===== config.mk =====
export PLATFORM = sky130hd
export DESIGN_NAME = rmmwf_pos
export DESIGN_NICKNAME = d
export VERILOG_FILES = /design/src/sv/rmmwf_pkg.sv /design/src/sv/rmmwf_pos.sv
export SDC_FILE = /design/constraint.sdc
export NUM_CORES = 1
export LEC_CHECK = 0
export BUFFER_PORTS_ARGS = -buffer_cell sky130_fd_sc_hd__buf_4
export CORE_UTILIZATION = 40
export CTS_CLUSTER_SIZE = 24
export DETAILED_ROUTE_END_ITERATION = 16
export SLEW_MARGIN = 20
export SYNTH_ARGS = -nofsm -noshare
export SYNTH_HDL_FRONTEND = slang
export SYNTH_SLANG_ARGS = --single-unit

===== constraint.sdc =====
create_clock -name clk -period 13.4 [get_ports clk]
set_input_delay 0.67 -clock clk [delete_from_list [all_inputs] [get_ports clk]]
set_output_delay 0.67 -clock clk [all_outputs]
set_load 0.01 [all_outputs]

===== src/sv/rmmwf_pkg.sv =====
// ----------------------------------------------------------------------------
// rmmwf_pkg
// Shared constants, types and channel-wise min/max helpers for the RGB
// square-window min/max filter.
// ----------------------------------------------------------------------------
`default_nettype none

package rmmwf_pkg;

  localparam int MAX_WIDTH  = 2048;
  localparam int MAX_HEIGHT = 4096;
  localparam int MAX_RADIUS = 5;
  localparam int LINES      = 2 * MAX_RADIUS;
  localparam int TAPS       = LINES + 1;

  localparam int CH_W   = 8;
  localparam int NUM_CH = 3;
  localparam int PIX_W  = NUM_CH * CH_W;

  localparam int COL_W  = $clog2(MAX_WIDTH);
  localparam int ROW_W  = 12;
  localparam int SLOT_W = $clog2(LINES);

  localparam int WID_W = 12;
  localparam int HGT_W = 13;
  localparam int RAD_W = 3;
  localparam int CFG_DATA_W = 13;
  localparam int CFG_IDX_W  = 2;

  localparam int IN_TDATA_W  = 24;
  localparam int OUT_TDATA_W = 48;

  localparam logic [WID_W-1:0] WIDTH_RST  = WID_W'(640);
  localparam logic [HGT_W-1:0] HEIGHT_RST = HGT_W'(480);
  localparam logic [RAD_W-1:0] RADIUS_RST = RAD_W'(2);

  typedef enum logic [CFG_IDX_W-1:0] {
    REG_WIDTH  = 2'd0,
    REG_HEIGHT = 2'd1,
    REG_RADIUS = 2'd2,
    REG_MODE   = 2'd3
  } cfg_reg_t;

  typedef logic [PIX_W-1:0] pix_t;
  typedef logic [TAPS-1:0][PIX_W-1:0] tap_vec_t;

  typedef struct packed {
    logic [RAD_W-1:0] rad;
    logic             take_max;
  } win_cfg_t;

  typedef struct packed {
    logic [COL_W-1:0] ccol;
    logic [ROW_W-1:0] crow;
    logic             last;
    logic             emit;
  } item_info_t;

  typedef struct packed {
    logic [COL_W-1:0]  col;
    logic [SLOT_W-1:0] slot;
    item_info_t        info;
  } col_req_t;

  typedef struct packed {
    pix_t       vert;
    item_info_t info;
  } col_item_t;

  // neutral element of the reduction
  function automatic pix_t ident_px(input logic take_max);
    return take_max ? '0 : '1;
  endfunction

  function automatic pix_t merge_px(input pix_t a, input pix_t b, input logic take_max);
    pix_t r;
    r = '0;
    for (int c = 0; c < NUM_CH; c++) begin
      if ((a[c*CH_W +: CH_W] > b[c*CH_W +: CH_W]) == take_max) begin
        r[c*CH_W +: CH_W] = a[c*CH_W +: CH_W];
      end else begin
        r[c*CH_W +: CH_W] = b[c*CH_W +: CH_W];
      end
    end
    return r;
  endfunction

  // balanced tree, ceil(log2(TAPS)) compare levels
  function automatic pix_t reduce_taps(input tap_vec_t v, input logic take_max);
    tap_vec_t t;
    t = v;
    for (int s = 1; s < TAPS; s = s * 2) begin
      for (int i = 0; i + s < TAPS; i = i + 2 * s) begin
        t[i] = merge_px(t[i], t[i + s], take_max);
      end
    end
    return t[0];
  endfunction

endpackage

`default_nettype wire


===== src/sv/rmmwf_pos.sv =====
// ----------------------------------------------------------------------------
// rmmwf_pos
// Configuration registers and raster position tracking; works out the line
// store slot, centre coordinates and result flags for each accepted item.
// ----------------------------------------------------------------------------
`default_nettype none

module rmmwf_pos (
  input  wire logic                                clk,
  input  wire logic                                rst_n,
  input  wire logic                                cfg_we,
  input  wire logic [rmmwf_pkg::CFG_IDX_W-1:0]     cfg_index,
  input  wire logic [rmmwf_pkg::CFG_DATA_W-1:0]    cfg_wdata,
  input  wire logic                                accept,
  input  wire logic                                frame_start,
  output rmmwf_pkg::col_req_t                      req,
  output rmmwf_pkg::win_cfg_t                      win_cfg
);

  localparam int WID_W  = rmmwf_pkg::WID_W;
  localparam int HGT_W  = rmmwf_pkg::HGT_W;
  localparam int RAD_W  = rmmwf_pkg::RAD_W;
  localparam int COL_W  = rmmwf_pkg::COL_W;
  localparam int ROW_W  = rmmwf_pkg::ROW_W;
  localparam int SLOT_W = rmmwf_pkg::SLOT_W;

  logic [WID_W-1:0]  width_r;
  logic [HGT_W-1:0]  height_r;
  logic [RAD_W-1:0]  radius_r;
  logic              mode_r;

  logic [COL_W-1:0]  col_r, col_nxt;
  logic [ROW_W-1:0]  row_r, row_nxt;
  logic [SLOT_W-1:0] slot_r, slot_nxt;

  logic [WID_W-1:0]  w_eff;
  logic [HGT_W-1:0]  h_eff;
  logic [RAD_W-1:0]  rad_eff;
  logic [RAD_W:0]    two_r;

  logic [WID_W-1:0]  c0, cn;
  logic [HGT_W-1:0]  r0, rn;
  logic [SLOT_W-1:0] s0, sn;

  function automatic logic [SLOT_W-1:0] slot_inc(input logic [SLOT_W-1:0] s);
    return (s == SLOT_W'(rmmwf_pkg::LINES - 1)) ? '0 : s + 1'b1;
  endfunction

  always_ff @(posedge clk) begin
    if (!rst_n) begin
      width_r  <= rmmwf_pkg::WIDTH_RST;
      height_r <= rmmwf_pkg::HEIGHT_RST;
      radius_r <= rmmwf_pkg::RADIUS_RST;
      mode_r   <= 1'b0;
    end else if (cfg_we) begin
      unique case (rmmwf_pkg::cfg_reg_t'(cfg_index))
        rmmwf_pkg::REG_WIDTH:  width_r  <= cfg_wdata[WID_W-1:0];
        rmmwf_pkg::REG_HEIGHT: height_r <= cfg_wdata[HGT_W-1:0];
        rmmwf_pkg::REG_RADIUS: radius_r <= cfg_wdata[RAD_W-1:0];
        rmmwf_pkg::REG_MODE:   mode_r   <= cfg_wdata[0];
      endcase
    end
  end

  // saturate the register values to the supported range
  always_comb begin
    if (width_r == '0) begin
      w_eff = WID_W'(1);
    end else if (width_r > WID_W'(rmmwf_pkg::MAX_WIDTH)) begin
      w_eff = WID_W'(rmmwf_pkg::MAX_WIDTH);
    end else begin
      w_eff = width_r;
    end
    if (height_r == '0) begin
      h_eff = HGT_W'(1);
    end else if (height_r > HGT_W'(rmmwf_pkg::MAX_HEIGHT)) begin
      h_eff = HGT_W'(rmmwf_pkg::MAX_HEIGHT);
    end else begin
      h_eff = height_r;
    end
    rad_eff = (radius_r > RAD_W'(rmmwf_pkg::MAX_RADIUS)) ?
              RAD_W'(rmmwf_pkg::MAX_RADIUS) : radius_r;
    two_r = {rad_eff, 1'b0};
  end

  always_comb begin
    c0 = frame_start ? '0 : WID_W'(col_r);
    r0 = frame_start ? '0 : HGT_W'(row_r);
    s0 = frame_start ? '0 : slot_r;
    // stale position after a size change
    if (c0 >= w_eff) begin
      c0 = '0;
      r0 = r0 + 1'b1;
      s0 = slot_inc(s0);
    end
    if (r0 >= h_eff) begin
      r0 = '0;
      s0 = '0;
    end

    cn = c0 + 1'b1;
    rn = r0;
    sn = s0;
    if (cn >= w_eff) begin
      cn = '0;
      rn = r0 + 1'b1;
      sn = slot_inc(s0);
      if (rn >= h_eff) begin
        rn = '0;
        sn = '0;
      end
    end
    col_nxt  = COL_W'(cn);
    row_nxt  = ROW_W'(rn);
    slot_nxt = sn;
  end

  always_ff @(posedge clk) begin
    if (!rst_n) begin
      col_r  <= '0;
      row_r  <= '0;
      slot_r <= '0;
    end else if (accept) begin
      col_r  <= col_nxt;
      row_r  <= row_nxt;
      slot_r <= slot_nxt;
    end
  end

  always_comb begin
    req.col       = COL_W'(c0);
    req.slot      = s0;
    req.info.ccol = COL_W'(c0 - WID_W'(rad_eff));
    req.info.crow = ROW_W'(r0 - HGT_W'(rad_eff));
    req.info.last = (c0 + 1'b1 == w_eff) && (r0 + 1'b1 == h_eff);
    req.info.emit = (c0 >= WID_W'(two_r)) && (r0 >= HGT_W'(two_r));
    win_cfg.rad      = rad_eff;
    win_cfg.take_max = mode_r;
  end

endmodule

`default_nettype wire


### Yosys cells after proc, flatten, opt, wreduce, memory -nomap -nowiden

Index checks and enable logic that the tools add are counted.

* magnitude comparators: 9
* equal/unequal tests: 7
* add/subtract/negate cells: 7
* shift operators: 0
* $mul: 0
* reduce and logical (&&, ||, !) cells: 9
* divide/modulo/power cells: 0
* mux-type cells: 20
* bitwise logic cells: 0

Operators by type and width (count)
* $mux W12: 5
* $mux W13: 4
* $mux W11: 3
* $mux W4: 7
* $ge A13 B13 Y1: 2
* $add A12 B1 Y13 const B: 1
* $add A13 B1 Y13 const B: 1
* $eq A13 B13 Y1: 1
* $ge A13 B4 Y1: 1
* $gt A13 B13 Y1 const B: 1
* $logic_not A13 Y1: 1
* $add A11 B1 Y12 const B: 1
* $eq A12 B12 Y1: 1
* $ge A11 B12 Y1: 1
* $ge A12 B12 Y1: 1
* $ge A12 B4 Y1: 1
* $gt A12 B12 Y1 const B: 1
* $logic_not A12 Y1: 1
* $sub A12 B3 Y12: 1
* $sub A11 B3 Y11: 1
* $add A4 B1 Y4 const B: 2
* $eq A4 B4 Y1 const B: 2
* $reduce_and A2 Y1: 4
* $eq A2 B2 Y1 const B: 2
* other kinds (5): 6

* input port bits: 20
* memories: 0
* bits in read-only memories: 0
* bits in writable memories: 0
* flip-flop bits (word level): 56
* word-level logic and storage cells: 59
* latch bits: 0
* output and inout bits: 44

### Longest topological paths before layout

* word-level depth: 11
* depth in mapped cells: 36
* mapped depth without buffers: 31

### Least setup slack after synthesis

OpenSTA, ideal clock, no wires.

* kind: input -> register
* start point: in frame_start
* end point: reg row_r[6]
* path slack: 5856 ps
* data required time: 13264 ps
* setup time: 136 ps
* arrival: 7408 ps
* path buffers: 7
* stages: 35
* cells stage by stage: buf_2 > buf_1 > clkbuf_1 > nor2b_1 > ha_1 > a211oi_2 > o22ai_2 > a21oi_4 > buf_6 > buf_6 > o21ai_0 > and2_1 > ha_1 > nor3b_1 > o21ai_1 > o2bb2ai_1 > or2_2 > clkbuf_1 > a21o_1 > inv_1 > ha_1 > o21ai_1 > nor3_2 > nand4_2 > o41ai_2 > ha_1 > nand4_1 > or2_2 > or3_1 > o2111a_1 > and2_0 > clkbuf_1 > and3b_1 > a2bb2oi_1 > o41ai_1

* cells in the longest elaborated chain, start to end: 9
* elaborated cells on any way between the ends: 14
* those cells by class: add/sub (3); order compare (4); mux (7)

RTL lines
* start: declaration: line rmmwf_pos.sv:15 `input wire logic frame_start,`
* $mux W12 / $mux W11 (equally long branches): line rmmwf_pos.sv:88, rmmwf_pos.sv:87
* $add A12 B1 Y13 / $ge A11 B12 Y1 (equally long branches): line rmmwf_pos.sv:93, rmmwf_pos.sv:91
* $mux W13: line rmmwf_pos.sv:91 `if (c0 >= w_eff) begin`
* $ge A13 B13 Y1: line rmmwf_pos.sv:96 `if (r0 >= h_eff) begin`
* $mux W13: line rmmwf_pos.sv:96
* $add A13 B1 Y13: line rmmwf_pos.sv:106 `rn = r0 + 1'b1;`
* $ge A13 B13 Y1: line rmmwf_pos.sv:108 `if (rn >= h_eff) begin`
* $mux W12: line rmmwf_pos.sv:108
* $mux W12 *: line rmmwf_pos.sv:104 `if (cn >= w_eff) begin`
* end signal: assignment: line rmmwf_pos.sv:125 `row_r <= row_nxt;`
* end: declaration: line rmmwf_pos.sv:33 `logic [ROW_W-1:0] row_r, row_nxt;`

Every way passes the cells marked *; elsewhere a longest branch is shown, timed or not.
A chain may end at the register's enable or synchronous reset.

==> impl_metrics.csv <==
group,metric,value,unit
layout,fillers,1549,
global_route,antenna_found_initial,0,
run,drv_cap,0,
routing,drt-total-wl,18600,µm
placement,dp_slack,4.83,ns
clock_network,cts_resized,0,
synthesis,syn_area_per_cell,7.44,µm²
clock_network,cts_hold_buf,0,
sta,hold_ws,0.472,ns
floorplanning,initial_core_util,41.0,%
critical_path,critPathKind,"input pin to output pin",
sta,finalSetupViolations,0,
power_and_ir_drop,p_leak,2.90,nW
clock_network,cts_made_buffers,5,
layout,area_growth,12.0,%
critical_path,path_max_fanout,31,
floorplanning,die_area,15400,µm²
hold_path,min_path_type,"flop to flop",
sta,slew_viol_final,0,
routing,wl_per_cell,18.2,µm
global_route,grt_usage,25.1,%
clock_network,clkTransAtPathRegs,0.07,ns
synthesis,synth_top_family_by_area,"simple AND/OR/NAND/NOR gates",
synthesis,seq_area_frac_synth,18.8,%
floorplanning,rows,44,
routing,wl_met2,8160,µm
sta,setup_tns,0,ns
layout,multi_input_area,4510,µm²
sta,worst_clock_skew,0.0157,ns
sta,hold_viol,0,
routing,route.met3.wl,1070,µm
floorplanning,dieHeight,124,µm
layout,seq_area,1120,µm²
critical_path,critPathSlowestCell,"a21oi_4",
synthesis,yosys-mux-area-fraction,1.89,%
synthesis,synth-adder-area-share,14.9,%
power_and_ir_drop,power_density,66.2,nW/µm²
layout,final_common_cell,"nand2_1",
routing,ant_nets,0,
clock_network,cts_tree,"yes",
layout,antennaDiodeCount,0,
routing,first_iter_violations,343,
layout,layout_common_cells,"nand2_1, ha_1, buf_4, dfxtp_1, a21oi_1",
critical_path,cp_common_cell,"ha_1",
run_status,status,"finished clean",
synthesis,ys_async_sr_fraction,0,%
synthesis,synthSimpleGateAreaFrac,31.1,%
floorplanning,die_w,124,µm
synthesis,synth_warnings,0,
clock_network,clock_latency,0.32,ns
critical_path,worstSetupEndpointType,"output pin",
routing,vias_per_cell,5.81,
sta,rsz0062_at_grt,"no",
sta,fin_ws,4.77,ns
clock_network,htree_num_levels,2,
floorplanning,core_area,14500,µm²
sta,fin_crit,8.63,ns
critical_path,cp.arrival,7.96,ns
placement,portBuffers,63,
clock_network,cts_buffer_depth,2,
critical_path,start_kind,"input pin",
placement,globalplace.congestion,0.908,
clock_network,post_cts_buffers,0,
global_route,grt_pass1_wl,29600,µm
sta,tightest_slew,0.961,ns
layout,nets,928,
synthesis,synth_xor_area_share,5.56,%
critical_path,critPathMaxStageDelay,0.66,ns
clock_network,clock-sinks,56,
power_and_ir_drop,vdd_drop_max,0.0469,mV
routing,drtPass1Iterations,7,
global_route,grt_pass1_vias,5480,
synthesis,synth-edff-count,0,
placement,place_hpwl,14400,µm
floorplanning,io_pins,64,
synthesis,ys_ff_latch,56,
sta,period_share,64.4,%
routing,wl_met1,9110,µm
layout,final_layout_size_suffix_gt1_share,13.8,%
synthesis,synth_compound_area_share,22.2,%
clock_network,root_buffer,"clkbuf_16",
synthesis,ys.flop_type,"dfxtp_1",
critical_path,required,12.73,ns
global_route,grt_max_degree,32,
power_and_ir_drop,finalPower,0.000442,W
global_route,overflow,0,
routing,dr.max_layer_used,"met4",
synthesis,synth_cells,801,
synthesis,synth_cell_types,89,
routing,num_vias,5943,
sta,max_freq,0.116,GHz
synthesis,syn-cell-area,5960,µm²
sta,max-slew-margin-rel,35.5,%
routing,drc,0,
synthesis,synth_nets,891,
==> worst max-delay path: cells and delay by family <==
kind | cells | cell delay [ns]
AND/OR/NAND/NOR | 12 | 2.94
AO/OA/AOI/OAI | 6 | 1.74
buffers and inverters | 6 | 1.29
adder cells (fa/ha/maj) | 4 | 1.06
XOR/XNOR | 1 | 0.26
==> per-layer routing <==
| metal | up-vias | GRT usage (%) |
|---|---|---|
| met5 | - | 0 |
| li1 | 2976 | - |
| met4 | 0 | 6.77 |
| met3 | 22 | 3.39 |
| met1 | 2761 | 36.1 |
| met2 | 184 | 38.9 |
==> cells by family after synthesis <==
kind of cell,count (synthesis)
adders and majority gates,70
buffers and inverters,77
xor gates and xnor gates,37
muxes,11
AOI/OAI and AO/OA,192
and+or+nand+nor,358
DFF,56
==> report_power, final <==
group          leakage [nW]  total [W]  switching [W]  internal, W
Clock                0.0680   0.000144      0.0000728    0.0000710
Sequential            0.456   0.000177     0.00000553     0.000172
Combinational          2.38   0.000121      0.0000725    0.0000487
==> area by class of cell <==
| class | instances | area share, % |
|---|---|---|
| Clock buffer | 5 | 1.88 |
| Clock inverter | 3 | 0.394 |
| Inverter | 39 | 2.19 |
| Multi-Input combinational cell | 668 | 67.6 |
| Sequential cell | 56 | 16.8 |
| Tap cell | 184 | 3.45 |
| Timing Repair Buffer | 68 | 7.65 |
==> metrics by stage <==
step           instance area (µm²)  utilization [%]  instances
3_3_place_gp                  6520             44.9       1015
3_5_place_dp                  6520             44.9       1015
4_1_cts                       6670             45.9       1023
5_1_grt                       6670             45.9       1023
6_report                      6670             45.9       1023
2_1_floorplan                 5960                -        801
==> Yosys cell counts, types with 7 or more instances <==
library cell,count,area (µm²)
and3_1,11,68.8
xor2_1,11,96.3
nand3_1,37,185
dfxtp_1,56,1120
nor3b_1,7,52.6
o21ai_0,29,145
nor4_1,10,62.6
nor3_1,19,95.1
a21o_1,10,75.1
xnor2_1,25,219
mux2i_1,9,90.1
o211ai_1,8,60.1
nor2_1,50,188
nand2_1,131,492
o21ai_1,10,50.1
ha_1,68,851
inv_1,36,135
nand4_1,15,93.8
clkbuf_1,25,93.8
a21oi_1,53,265
nor2b_1,21,131
o21a_1,7,52.6
a31oi_1,12,75.1
==> sequential cells by signal, indices dropped and copies added (netlist names) <==
name	count
height_r	13
row_r	12
width_r	12
col_r	11
slot_r	4
radius_r	3
mode_r	1
==> final timing paths <==
kind,depth (start not counted),slack [ns],end,start
hold reg to reg,2,0.47,height_r[0],height_r[0]
setup / recovery,29,4.77,req[1],frame_start
hold / removal,2,0.47,height_r[0],height_r[0]
setup reg to reg,30,5.43,row_r[6],col_r[5]
Note: power is estimated with default switching activity, not from simulation.
