File: config.mk
export PLATFORM = sky130hd
export DESIGN_NAME = rmmwf_row_window
export DESIGN_NICKNAME = d
export VERILOG_FILES = /design/src/sv/rmmwf_pkg.sv /design/src/sv/rmmwf_row_window.sv
export SDC_FILE = /design/constraint.sdc
export NUM_CORES = 1
export LEC_CHECK = 0
export ABC_AREA = 1
export BUFFER_PORTS_ARGS = -buffer_cell sky130_fd_sc_hd__buf_2
export CORE_MARGIN = 2
export CORE_UTILIZATION = 57
export CTS_CLUSTER_DIAMETER = 40
export CTS_CLUSTER_SIZE = 12
export DETAILED_ROUTE_END_ITERATION = 10
export GPL_TIMING_DRIVEN = 0
export HOLD_SLACK_MARGIN = 0.05
export PLACE_DENSITY = 0.87
export SYNTH_ARGS = -nofsm -noshare
export SYNTH_HDL_FRONTEND = slang
export SYNTH_SLANG_ARGS = --single-unit
File: constraint.sdc
create_clock -name clk -period 14.2 [get_ports clk]
set_input_delay 2.13 -clock clk [delete_from_list [all_inputs] [get_ports clk]]
set_output_delay 2.13 -clock clk [all_outputs]
set_load 0.005 [all_outputs]
File: src/sv/rmmwf_pkg.sv
// ----------------------------------------------------------------------------
// rmmwf_pkg
// Shared constants, types and channel-wise min/max helpers for the RGB
// square-window min/max filter.
// ----------------------------------------------------------------------------
`default_nettype none

package rmmwf_pkg;

  localparam int MAX_WIDTH  = 2048;
  localparam int MAX_HEIGHT = 4096;
  localparam int MAX_RADIUS = 5;
  localparam int LINES      = 2 * MAX_RADIUS;
  localparam int TAPS       = LINES + 1;

  localparam int CH_W   = 8;
  localparam int NUM_CH = 3;
  localparam int PIX_W  = NUM_CH * CH_W;

  localparam int COL_W  = $clog2(MAX_WIDTH);
  localparam int ROW_W  = 12;
  localparam int SLOT_W = $clog2(LINES);

  localparam int WID_W = 12;
  localparam int HGT_W = 13;
  localparam int RAD_W = 3;
  localparam int CFG_DATA_W = 13;
  localparam int CFG_IDX_W  = 2;

  localparam int IN_TDATA_W  = 24;
  localparam int OUT_TDATA_W = 48;

  localparam logic [WID_W-1:0] WIDTH_RST  = WID_W'(640);
  localparam logic [HGT_W-1:0] HEIGHT_RST = HGT_W'(480);
  localparam logic [RAD_W-1:0] RADIUS_RST = RAD_W'(2);

  typedef enum logic [CFG_IDX_W-1:0] {
    REG_WIDTH  = 2'd0,
    REG_HEIGHT = 2'd1,
    REG_RADIUS = 2'd2,
    REG_MODE   = 2'd3
  } cfg_reg_t;

  typedef logic [PIX_W-1:0] pix_t;
  typedef logic [TAPS-1:0][PIX_W-1:0] tap_vec_t;

  typedef struct packed {
    logic [RAD_W-1:0] rad;
    logic             take_max;
  } win_cfg_t;

  typedef struct packed {
    logic [COL_W-1:0] ccol;
    logic [ROW_W-1:0] crow;
    logic             last;
    logic             emit;
  } item_info_t;

  typedef struct packed {
    logic [COL_W-1:0]  col;
    logic [SLOT_W-1:0] slot;
    item_info_t        info;
  } col_req_t;

  typedef struct packed {
    pix_t       vert;
    item_info_t info;
  } col_item_t;

  // neutral element of the reduction
  function automatic pix_t ident_px(input logic take_max);
    return take_max ? '0 : '1;
  endfunction

  function automatic pix_t merge_px(input pix_t a, input pix_t b, input logic take_max);
    pix_t r;
    r = '0;
    for (int c = 0; c < NUM_CH; c++) begin
      if ((a[c*CH_W +: CH_W] > b[c*CH_W +: CH_W]) == take_max) begin
        r[c*CH_W +: CH_W] = a[c*CH_W +: CH_W];
      end else begin
        r[c*CH_W +: CH_W] = b[c*CH_W +: CH_W];
      end
    end
    return r;
  endfunction

  // balanced tree, ceil(log2(TAPS)) compare levels
  function automatic pix_t reduce_taps(input tap_vec_t v, input logic take_max);
    tap_vec_t t;
    t = v;
    for (int s = 1; s < TAPS; s = s * 2) begin
      for (int i = 0; i + s < TAPS; i = i + 2 * s) begin
        t[i] = merge_px(t[i], t[i + s], take_max);
      end
    end
    return t[0];
  endfunction

endpackage

`default_nettype wire

File: src/sv/rmmwf_row_window.sv
// ----------------------------------------------------------------------------
// rmmwf_row_window
// Shift line of column extremes, horizontal min/max over the window and the
// output register.
// ----------------------------------------------------------------------------
`default_nettype none

module rmmwf_row_window (
  input  wire logic                   clk,
  input  wire logic                   rst_n,
  input  wire logic                   s1_valid,
  input  wire rmmwf_pkg::col_item_t   s1_item,
  input  wire rmmwf_pkg::win_cfg_t    win_cfg,
  output logic                        s2_free,
  output logic                        out_valid,
  input  wire logic                   out_ready,
  output rmmwf_pkg::pix_t             out_pix,
  output rmmwf_pkg::item_info_t       out_info
);

  localparam int TAPS  = rmmwf_pkg::TAPS;
  localparam int TAP_W = $clog2(TAPS) + 1;

  rmmwf_pkg::tap_vec_t    taps_r;
  rmmwf_pkg::item_info_t  info2_r;
  logic                   s2_v_r, s2_v_nxt;
  logic                   out_v_r, out_v_nxt;
  rmmwf_pkg::pix_t        out_pix_r;
  rmmwf_pkg::item_info_t  out_info_r;

  logic                   s2_go, s2_load, out_load;
  rmmwf_pkg::tap_vec_t    horiz_in;
  rmmwf_pkg::pix_t        horiz;

  // items without a result still pass to keep the taps in step
  assign s2_go    = s2_v_r && (!info2_r.emit || !out_v_r || out_ready);
  assign s2_free  = !s2_v_r || s2_go;
  assign s2_load  = s1_valid && s2_free;
  assign out_load = s2_go && info2_r.emit;

  always_ff @(posedge clk) begin
    if (s2_load) begin
      taps_r  <= {taps_r[TAPS-2:0], s1_item.vert};
      info2_r <= s1_item.info;
    end
  end

  always_comb begin
    for (int k = 0; k < TAPS; k++) begin
      horiz_in[k] = (TAP_W'(k) <= TAP_W'({win_cfg.rad, 1'b0})) ?
                    taps_r[k] : rmmwf_pkg::ident_px(win_cfg.take_max);
    end
    horiz = rmmwf_pkg::reduce_taps(horiz_in, win_cfg.take_max);
  end

  always_comb begin
    s2_v_nxt = s2_v_r;
    if (s2_load) begin
      s2_v_nxt = 1'b1;
    end else if (s2_go) begin
      s2_v_nxt = 1'b0;
    end
    out_v_nxt = out_v_r;
    if (out_load) begin
      out_v_nxt = 1'b1;
    end else if (out_ready) begin
      out_v_nxt = 1'b0;
    end
  end

  always_ff @(posedge clk) begin
    if (!rst_n) begin
      s2_v_r  <= 1'b0;
      out_v_r <= 1'b0;
    end else begin
      s2_v_r  <= s2_v_nxt;
      out_v_r <= out_v_nxt;
    end
  end

  always_ff @(posedge clk) begin
    if (out_load) begin
      out_pix_r  <= horiz;
      out_info_r <= info2_r;
    end
  end

  assign out_valid = out_v_r;
  assign out_pix   = out_pix_r;
  assign out_info  = out_info_r;

endmodule

`default_nettype wire

# After elaboration in Yosys (flattened, before gate mapping)
# Index checks and enable logic that the tools add are counted.
[op_classes]
n_lt_le_gt_ge = 40
eq_ne = 30
mux = 45
reduce_logical = 11
[op_table]
columns = ["operator", "count"]
rows = [
  ["two-way mux 24 bit", 11],
  ["> comparator 8 bit", 30],
  ["two-way mux 8 bit", 30],
  ["== test 1 bit", 30],
  ["less-or-equal comparator 3 x 4 -> 1 bit, first input constant", 4],
  ["less-or-equal comparator 4 bit, first input constant", 3],
  ["less-or-equal comparator 2 x 4 -> 1 bit, first input constant", 2],
  ["less-or-equal comparator 1 x 4 -> 1 bit, first input constant", 1],
  ["two-way mux 1 bit", 4],
  ["nonzero test 2 bit", 2],
  ["logical AND 1 bit", 3],
  ["zero test 1 bit", 3],
  ["logical OR 1 bit", 3],
]
[word_totals]
regBits = 340
output_inout_bits = 51

# Logic depth before layout (Yosys ltp)
# Gate-level depths: netlist of the first run.
[logic_depth]
word_depth = 14
mapped_depth = 58
mapped_depth_nobuf = 52

# Worst setup path after synthesis of the first run
# Ideal clock, no wire load.
[synth_path]
path_type = "input to register"
from = "in out_ready"
to = "reg taps_r (netlist bit horiz_in[0]), enable pin"
setup_ns = 0.949
t_arrival_ns = 14.328
t_required_ns = 13.251
setup_slack_ns = -1.077
path_stages = 4
n_path_buf = 0
cell_sequence = "nor2_1 -> inv_1 -> nor2_1 -> nor2_1"
[synth_via]
elab_chain_cells = 4
[synth_rtl]
columns = ["element", "line_no", "rtl"]
rows = [
  ["start: declaration", "rmmwf_row_window.sv:16", "input wire logic out_ready,"],
  ["logical OR 1 bit", "rmmwf_row_window.sv:36", "assign s2_go = s2_v_r && (!info2_r.emit || !out_v_r || out_ready);"],
  ["logical AND 1 bit", "rmmwf_row_window.sv:36", ""],
  ["logical OR 1 bit", "rmmwf_row_window.sv:37", "assign s2_free = !s2_v_r || s2_go;"],
  ["logical AND 1 bit", "rmmwf_row_window.sv:38", "assign s2_load = s1_valid && s2_free;"],
  ["via s2_load", "rmmwf_row_window.sv:31", "logic s2_go, s2_load, out_load;"],
  ["end signal: assignment", "rmmwf_row_window.sv:43", "taps_r <= {taps_r[TAPS-2:0], s1_item.vert};"],
  ["end: declaration", "rmmwf_row_window.sv:24", "rmmwf_pkg::tap_vec_t taps_r;"],
]
# The timed path passes the listed nets, and every way through them passes these cells.
# A chain may end at the register's enable or synchronous reset.

# Worst setup path in the final report of the first run
[layout_path]
from = "in win_cfg[3] (netlist bit)"
to = "reg out_pix_r[14], in the netlist out_pix[14], data pin"
[layout_via]
elab_chain_cells = 14
elab_cells_between_ends = 50
classes_between = "order compare: 20; eq/ne: 10; mux: 20"
[layout_rtl]
columns = ["element", "line_no", "rtl"]
rows = [
  ["start: declaration", "rmmwf_row_window.sv:13", "input wire rmmwf_pkg::win_cfg_t win_cfg,"],
  ["less-or-equal comparator 1 x 4 -> 1 bit (tied with other cells)", "rmmwf_row_window.sv:50", "horiz_in[k] = (TAP_W'(k) <= TAP_W'({win_cfg.rad, 1'b0})) ?"],
  ["two-way mux 24 bit", "rmmwf_row_window.sv:50", ""],
  ["> comparator 8 bit", "rmmwf_pkg.sv:79", "if ((a[c*CH_W +: CH_W] > b[c*CH_W +: CH_W]) == take_max) begin"],
  ["== test 1 bit", "rmmwf_pkg.sv:79", ""],
  ["two-way mux 8 bit", "rmmwf_pkg.sv:79", ""],
  ["> comparator 8 bit", "rmmwf_pkg.sv:79", ""],
  ["== test 1 bit", "rmmwf_pkg.sv:79", ""],
  ["two-way mux 8 bit", "rmmwf_pkg.sv:79", ""],
  ["> comparator 8 bit", "rmmwf_pkg.sv:79", ""],
  ["== test 1 bit", "rmmwf_pkg.sv:79", ""],
  ["two-way mux 8 bit", "rmmwf_pkg.sv:79", ""],
  ["> comparator 8 bit", "rmmwf_pkg.sv:79", ""],
  ["== test 1 bit", "rmmwf_pkg.sv:79", ""],
  ["two-way mux 8 bit (*)", "rmmwf_pkg.sv:79", ""],
  ["via horiz[14]", "rmmwf_row_window.sv:33", "rmmwf_pkg::pix_t horiz;"],
  ["end signal: assignment", "rmmwf_row_window.sv:83", "out_pix_r <= horiz;"],
  ["end: declaration", "rmmwf_row_window.sv:28", "rmmwf_pkg::pix_t out_pix_r;"],
]
# The timed path passes the listed nets; every way through them passes the cells marked *.

==> results of run 1 <==
cells by family after synthesis:
| group | Yosys count | synth area share (%) |
|---|---|---|
| compound gates | 503 | 12.47 |
| xor+xnor | 9 | 0.3747 |
| fa+ha+maj | 237 | 14.10 |
| buf+inv | 311 | 5.757 |
| flops | 340 | 48.44 |
| simple gates | 946 | 18.87 |
worst max-delay path: cells and delay by family:
kind / cells / cell delay, ns
buffers and inverters: 7 / 1.91
adders and majority gates: 4 / 1.43
and+or+nand+nor: 25 / 3.16
AOI/OAI and AO/OA: 7 / 1.87
xor gates and xnor gates: 1 / 0.33
sequential cells by signal, indices dropped and copies added (netlist names):
| name | cells |
|---|---|
| out_valid | 1 |
| out_info | 25 |
| out_pix | 24 |
| info2_r | 25 |
| taps_r | 240 |
| s2_v_r | 1 |
| horiz_in | 24 |
metrics by stage:
step,cells,util [%]
detailed placement,2929,61.42
CTS,3029,66.32
global route,3029,66.32
finish,3029,66.32
floorplan,2346,-
global placement,2919,60.80
worst min path at each step:
stage                     start           end  slack, ns  cells after the start
global placement     info2_r[4]   out_info[4]       0.40                      0
floorplan           info2_r[10]  out_info[10]       0.40                      0
CTS                 info2_r[18]  out_info[18]       0.41                      0
finish              info2_r[22]  out_info[22]       0.42                      0
detailed placement   info2_r[1]   out_info[1]       0.40                      0
global route         info2_r[6]   out_info[6]       0.43                      0
cells in the final DEF, fill, tap and decap left out, types with 6 or more instances in the layout:
cell type	synthesis	final
o211ai_1	8	8
ha_1	237	237
a21o_1	7	7
a21oi_1	95	95
o21a_1	11	11
and2_1	21	21
clkinv_4	0	10
nor2_1	88	86
buf_12	0	8
nand2_2	10	10
nand3_1	145	145
inv_1	222	222
nand2_1	630	630
inv_2	7	7
buf_2	14	119
clkbuf_16	0	54
nand4_1	21	21
clkbuf_1	60	63
o21ai_0	329	329
edfxtp_1	338	338
clkinv_2	0	8
inv_6	0	6
or2_2	20	20
o21ai_1	39	39
xor2_1	9	9
clkinv_1	1	7
layer usage:
metal | vias to the layer above | global-route usage, % | wire [µm]
li1 | 8486 | - | -
met1 | 8193 | 35.49 | 21670
met2 | 785 | 48.40 | 26070
met3 | 167 | 5.106 | 4654
met4 | 2 | 12.68 | 2132
met5 | - | 0 | 17
power groups by stage:
stage	clock network [mW]	logic [mW]	registers, mW
after CTS	1.30	1.53	1.25
after floorplan	0	1.10	1.28
after global routing	1.34	1.77	1.26
after detailed placement	0	1.51	1.27
final	1.28	1.57	1.25
after global placement	0	1.43	1.28
final cells by class:
type                            count  area, µm²
Timing Repair Buffer              115      740.7
Tap cell                          468      585.6
Fill cell                        2836      12270
Multi-Input combinational cell   1695       9652
Buffer                             81      347.8
Clock buffer                       57       1363
Inverter                          230      863.3
Clock inverter                     43      421.7
Sequential cell                   340      10190
==> results by group, run 1 <==
Outcome
  • Outcome: complete, no violations

Cells and area
  • N_diodes: 0
  • Final Cell Area: 0.02416 mm²
  • Nets: 2811
  • Layout area overhead: 14.86%
  • Share of layout cells above drive strength 1: 10.82%

Run
  • Max cap viols: 0

Detailed routing
  • WL per Instance: 18.01 µm
  • Vias: 17633
  • Drc violations: 0
  • First-pass iteration count of the detailed router: 7
  • Drt total wl: 54540 µm
  • Antenna viol nets, final: 0
  • DR iter-0 viols: 1965
  • Vias per cell: 5.821

Critical path
  • R2r startpoint: taps_r[87]
  • Most frequent CP cell: nand2_1
  • Reg2reg end: out_pix[14]
  • CP max-delay cell: o21ai_0
  • Critical path endpoint: out_pix[14]
  • Arr. time, crit path: 10.84 ns
  • Crit Path Class: in -> reg
  • Register-to-register setup slack: 6.20 ns
  • Critical path's largest stage delay: 0.73 ns
  • Startpoint types: input pin
  • CP endpoint kind: flop
  • Required @ worst endpoint: 14.55 ns
  • Crit-path max FO: 10
  • CP Launch Point: win_cfg[3]
  • Worst R2R Path Depth: 38

Global route
  • First-pass GRT wire length: 86340 µm
  • Overall Global Routing Usage: 28.40%
  • Initial antenna violation count: 1
  • Grt ovf: 0
  • Pin count of the biggest net entering global routing: 38
  • Vias in the first global route: 17201

Yosys
  • Most common cell in the netlist: nand2_1
  • Top cells by area, synth: edfxtp_1 (48%), ha_1 (14%), nand2_1 (11%)
  • Ys flop type: edfxtp_1
  • Post-synth ARST share: 0%
  • Post-synth EDFFs: 338
  • Seq/Total Area, Yosys: 48.44%
  • Mapped Avg Cell Area: 8.967 µm²
  • Synth top area share: 48.25%
  • #FFs+latches synth: 340
  • Area of the mapped netlist: 0.02104 mm²
  • Syn_nets: 2640
  • Post-Syn Instances: 2346
  • Count of cell types in the netlist: 36
  • Yosys warning count: 0
  • Synth top cells by count: nand2_1 (630), edfxtp_1 (338), o21ai_0 (329)
  • Synth area leader: edfxtp_1

Clocking
  • Htree depth: 2
  • Setup Buffers After CTS: 0
  • Clock sinks: 340
  • CTS tree: done
  • Post-cts resize count: 0
  • CTS max path bufs: 3
  • CTS Hold Bufs: 0
  • Num CTS Buffers: 54
  • Root Driver: clkbuf_16
  • Clock Latency Late Sink: 0.60 ns
  • Clock-pin slew on the worst setup and hold paths: 0.06 ns

Placement
  • DP Area: 0.02238 mm²
  • Routability cong.: 0.9531
  • Detailed Place HPWL: 40520 µm
  • Port bufs: 105
  • Dpl ws: 3.520 ns

Power
  • Part of the power in registers: 30.6%
  • Clock power share: 31.2%
  • Internal power: 2.547 mW
  • Lkg Pwr: 10.86 nW
  • P_sw: 1.556 mW
  • Combinational power share: 38.2%
  • Pwr Total: 4.103 mW
  • Peak VDD IR: 121.5 µV
  • Sw Ratio: 37.92%
  • P per Cell Area: 169.8 mW/mm²

STA
  • RSZ-0062 raised after global routing: no
  • Final worst setup slack: 3.704 ns
  • Max Slew Vio Count: 0
  • Hold slack: 0.4172 ns
  • Layout Skew: 0.02466 ns
  • Final Hold Viols: 0
  • Final min period: 10.50 ns
  • Final Cycle Share: 73.92%
  • Setup violators final: 0
  • Setup tns final: 0 ns
  • Highest achievable clock rate: 95.27 MHz
  • Relative slew margins: 42.19%
  • Worst-margin pin slew: 0.8581 ns

Worst hold path
  • Worst hold path type: reg -> reg

Floorplanning
  • Initial Util: 57.74%
  • Height of the die: 196.1 µm
  • # IOs: 108
  • FP Rows: 70
  • Die Width: 196.1 µm
  • Core area: 0.03643 mm²
  • DIE AREA: 0.03846 mm²
Note: power is estimated with default switching activity, not from simulation.
==> run 2, diff against run 1 <==
Settings changed: CORE_UTILIZATION 57 to 61, PLACE_DENSITY 0.87 to 0.88.
Clock period 14.2 ns to 10.6 ns, I/O delays scaled along.
==> results by group, run 2 (synthesis gave the netlist of run 1 again) <==
Critical path
  • Startpoint types: input pin
  • Crit path buffers/inverters: 8 (+1)
  • CP Launch Point: win_cfg[0]
  • R2r startpoint: taps_r[37]
  • Arr. time, crit path: 10.32 ns (-0.52 ns)
  • Top delay family on crit path: simple AND/OR/NAND/NOR gates
  • Crit Path Class: in -> reg
  • Crit-path max FO: 10 (unchanged)
  • Most frequent CP cell: nand2_1
  • CP endpoint kind: flop
  • CP max-delay cell: clkbuf_1
  • Required @ worst endpoint: 10.92 ns (-3.63 ns)
  • Critical path's largest stage delay: 0.45 ns (-0.28 ns)

Placement
  • Routability cong.: 0.9883 (+3.7%)
  • Placed instance count: 2916 (-0.44%)
  • Detailed Place HPWL: 41050 µm (+1.3%)
  • Dpl ws: 0.3199 ns (-3.200 ns)
  • DP Area: 0.02236 mm² (-0.11%)
  • Port bufs: 105 (unchanged)

Power
  • Part of the power in registers: 31.2% (+0.6 points)
  • P_sw: 2.050 mW (+32%)
  • Combinational power share: 39.4% (+1.2 points)
  • Lkg Pwr: 10.76 nW (-1.0%)
  • Peak VDD IR: 162.9 µV (+34%)
  • P per Cell Area: 225.0 mW/mm² (+33%)
  • Internal power: 3.339 mW (+31%)
  • Clock power share: 29.4% (-1.8 points)
  • Sw Ratio: 38.03% (+0.11 points)
  • Pwr Total: 5.389 mW (+31%)

Run
  • Max cap viols: 0 (unchanged)

STA
  • Final worst setup slack: 0.6032 ns (-3.101 ns)
  • Final Hold Viols: 0 (unchanged)
  • RSZ-0062 raised after global routing: no
  • Worst-margin pin slew: 0.8531 ns (-0.005015 ns)
  • Relative slew margins: 42.99% (+0.80 points)
  • Layout Skew: 0.01206 ns (-0.01260 ns)
  • Hold slack: 0.4124 ns (-0.004894 ns)
  • Final Cycle Share: 94.31%
  • Max Slew Vio Count: 0 (unchanged)
  • Setup tns final: 0 ns (unchanged)
  • Final min period: 9.997 ns
  • Highest achievable clock rate: 100.0 MHz
  • Setup violators final: 0 (unchanged)

Clocking
  • Setup Buffers After CTS: 0 (unchanged)
  • Clock Latency Late Sink: 0.58 ns (-0.02 ns)
  • Post-cts resize count: 0 (unchanged)
  • Clock sinks: 340 (unchanged)
  • CTS max path bufs: 3 (unchanged)
  • Clock-pin slew on the worst setup and hold paths: 0.06 ns (about the same)
  • CTS Hold Bufs: 0 (unchanged)
  • Root Driver: clkbuf_16
  • Num CTS Buffers: 49 (-9.3%)
  • CTS tree: done
  • Htree depth: 2 (unchanged)

Floorplanning
  • DIE AREA: 0.03599 mm² (-6.4%)
  • FP Rows: 68 (-2.9%)
  • Core area: 0.03429 mm² (-5.9%)
  • # IOs: 108 (unchanged)
  • Die Width: 189.7 µm (-3.3%)
  • Height of the die: 189.7 µm (-3.3%)
  • Initial Util: 61.36% (+3.6 points)

Detailed routing
  • Antenna viol nets, final: 0 (unchanged)
  • Drc violations: 0 (unchanged)
  • Drt total wl: 54320 µm (-0.41%)
  • Vias per cell: 5.852 (+0.53%)
  • DR iter-0 viols: 1844 (-6.2%)
  • WL per Instance: 18.09 µm (+0.45%)
  • Vias: 17574 (-0.33%)
  • First-pass iteration count of the detailed router: 7 (unchanged)

Cells and area
  • N_diodes: 0 (unchanged)
  • Share of layout cells above drive strength 1: 10.40% (-0.42 points)
  • Commonest non-fill, non-tap cell in the layout: nand2_1
  • Max FFs per register: 240 (unchanged)
  • Layout area overhead: 13.82%
  • Largest register by flop count: taps_r
  • Final Cell Area: 0.02395 mm² (-0.90%)
  • Nets: 2806 (-0.18%)
  • Layout Utilization: 69.84% (+3.5 points)
  • Most frequent cells in the layout: nand2_1 (630), edfxtp_1 (338), o21ai_0 (329)
  • Cell Count, Final, Fillers Out: 3003 (-0.86%)

Global route
  • First-pass GRT wire length: 86550 µm (+0.24%)
  • Overall Global Routing Usage: 30.67% (+2.3 points)
  • Initial antenna violation count: 1 (unchanged)
  • Pin count of the biggest net entering global routing: 37 (-2.6%)
  • Grt ovf: 0 (unchanged)
  • Vias in the first global route: 17343 (+0.83%)

Worst hold path
  • Hold_sp: info2_r[4]
  • Worst hold path type: reg -> reg

Outcome
  • Outcome: complete, no violations
## run 2: changes by cell type in the layout (fill, tap and decap cells not counted), sizes merged
| cell | change |
|---|---|
| clkinv | -10 |
| clkbuf | -5 |
| clkinvlp | +2 |
| bufinv | +1 |
| inv | -1 |
## run 2: final timing paths
kind / slack [ns] / cells after the start / to
worst max register to register: 2.74 / 36 / out_pix[14]
worst max-delay path: 0.60 / 43 / out_pix[14]
worst min-delay path: 0.41 / 0 / out_info[4]
worst min register to register: 0.41 / 0 / out_info[4]
## run 2: cell type report
cell class	instances	area, µm²
Fill cell	2552	10340
Sequential cell	340	10190
Multi-Input combinational cell	1695	9652
Clock buffer	52	1237
Inverter	230	863.3
Timing Repair Buffer	115	733.2
Tap cell	455	569.3
Clock inverter	35	352.8
Buffer	81	347.8
## run 2: power groups by stage
stage	registers [mW]	clock network, mW	logic [mW]
floorplan	1.71	0	1.47
global placement	1.72	0	1.92
detailed placement	1.71	0	2.04
CTS	1.68	1.60	2.08
global route	1.69	1.66	2.40
finish	1.68	1.58	2.12
## run 2: per-layer routing
metal / part of all wire (%) / GRT usage (%) / vias to the layer above
met3: 8.0 / 5.811 / 194
met2: 48 / 51.56 / 812
met4: 4.4 / 14.01 / 2
li1: - / - / 8455
met1: 40 / 38.64 / 8111
met5: 0.020 / 0 / -
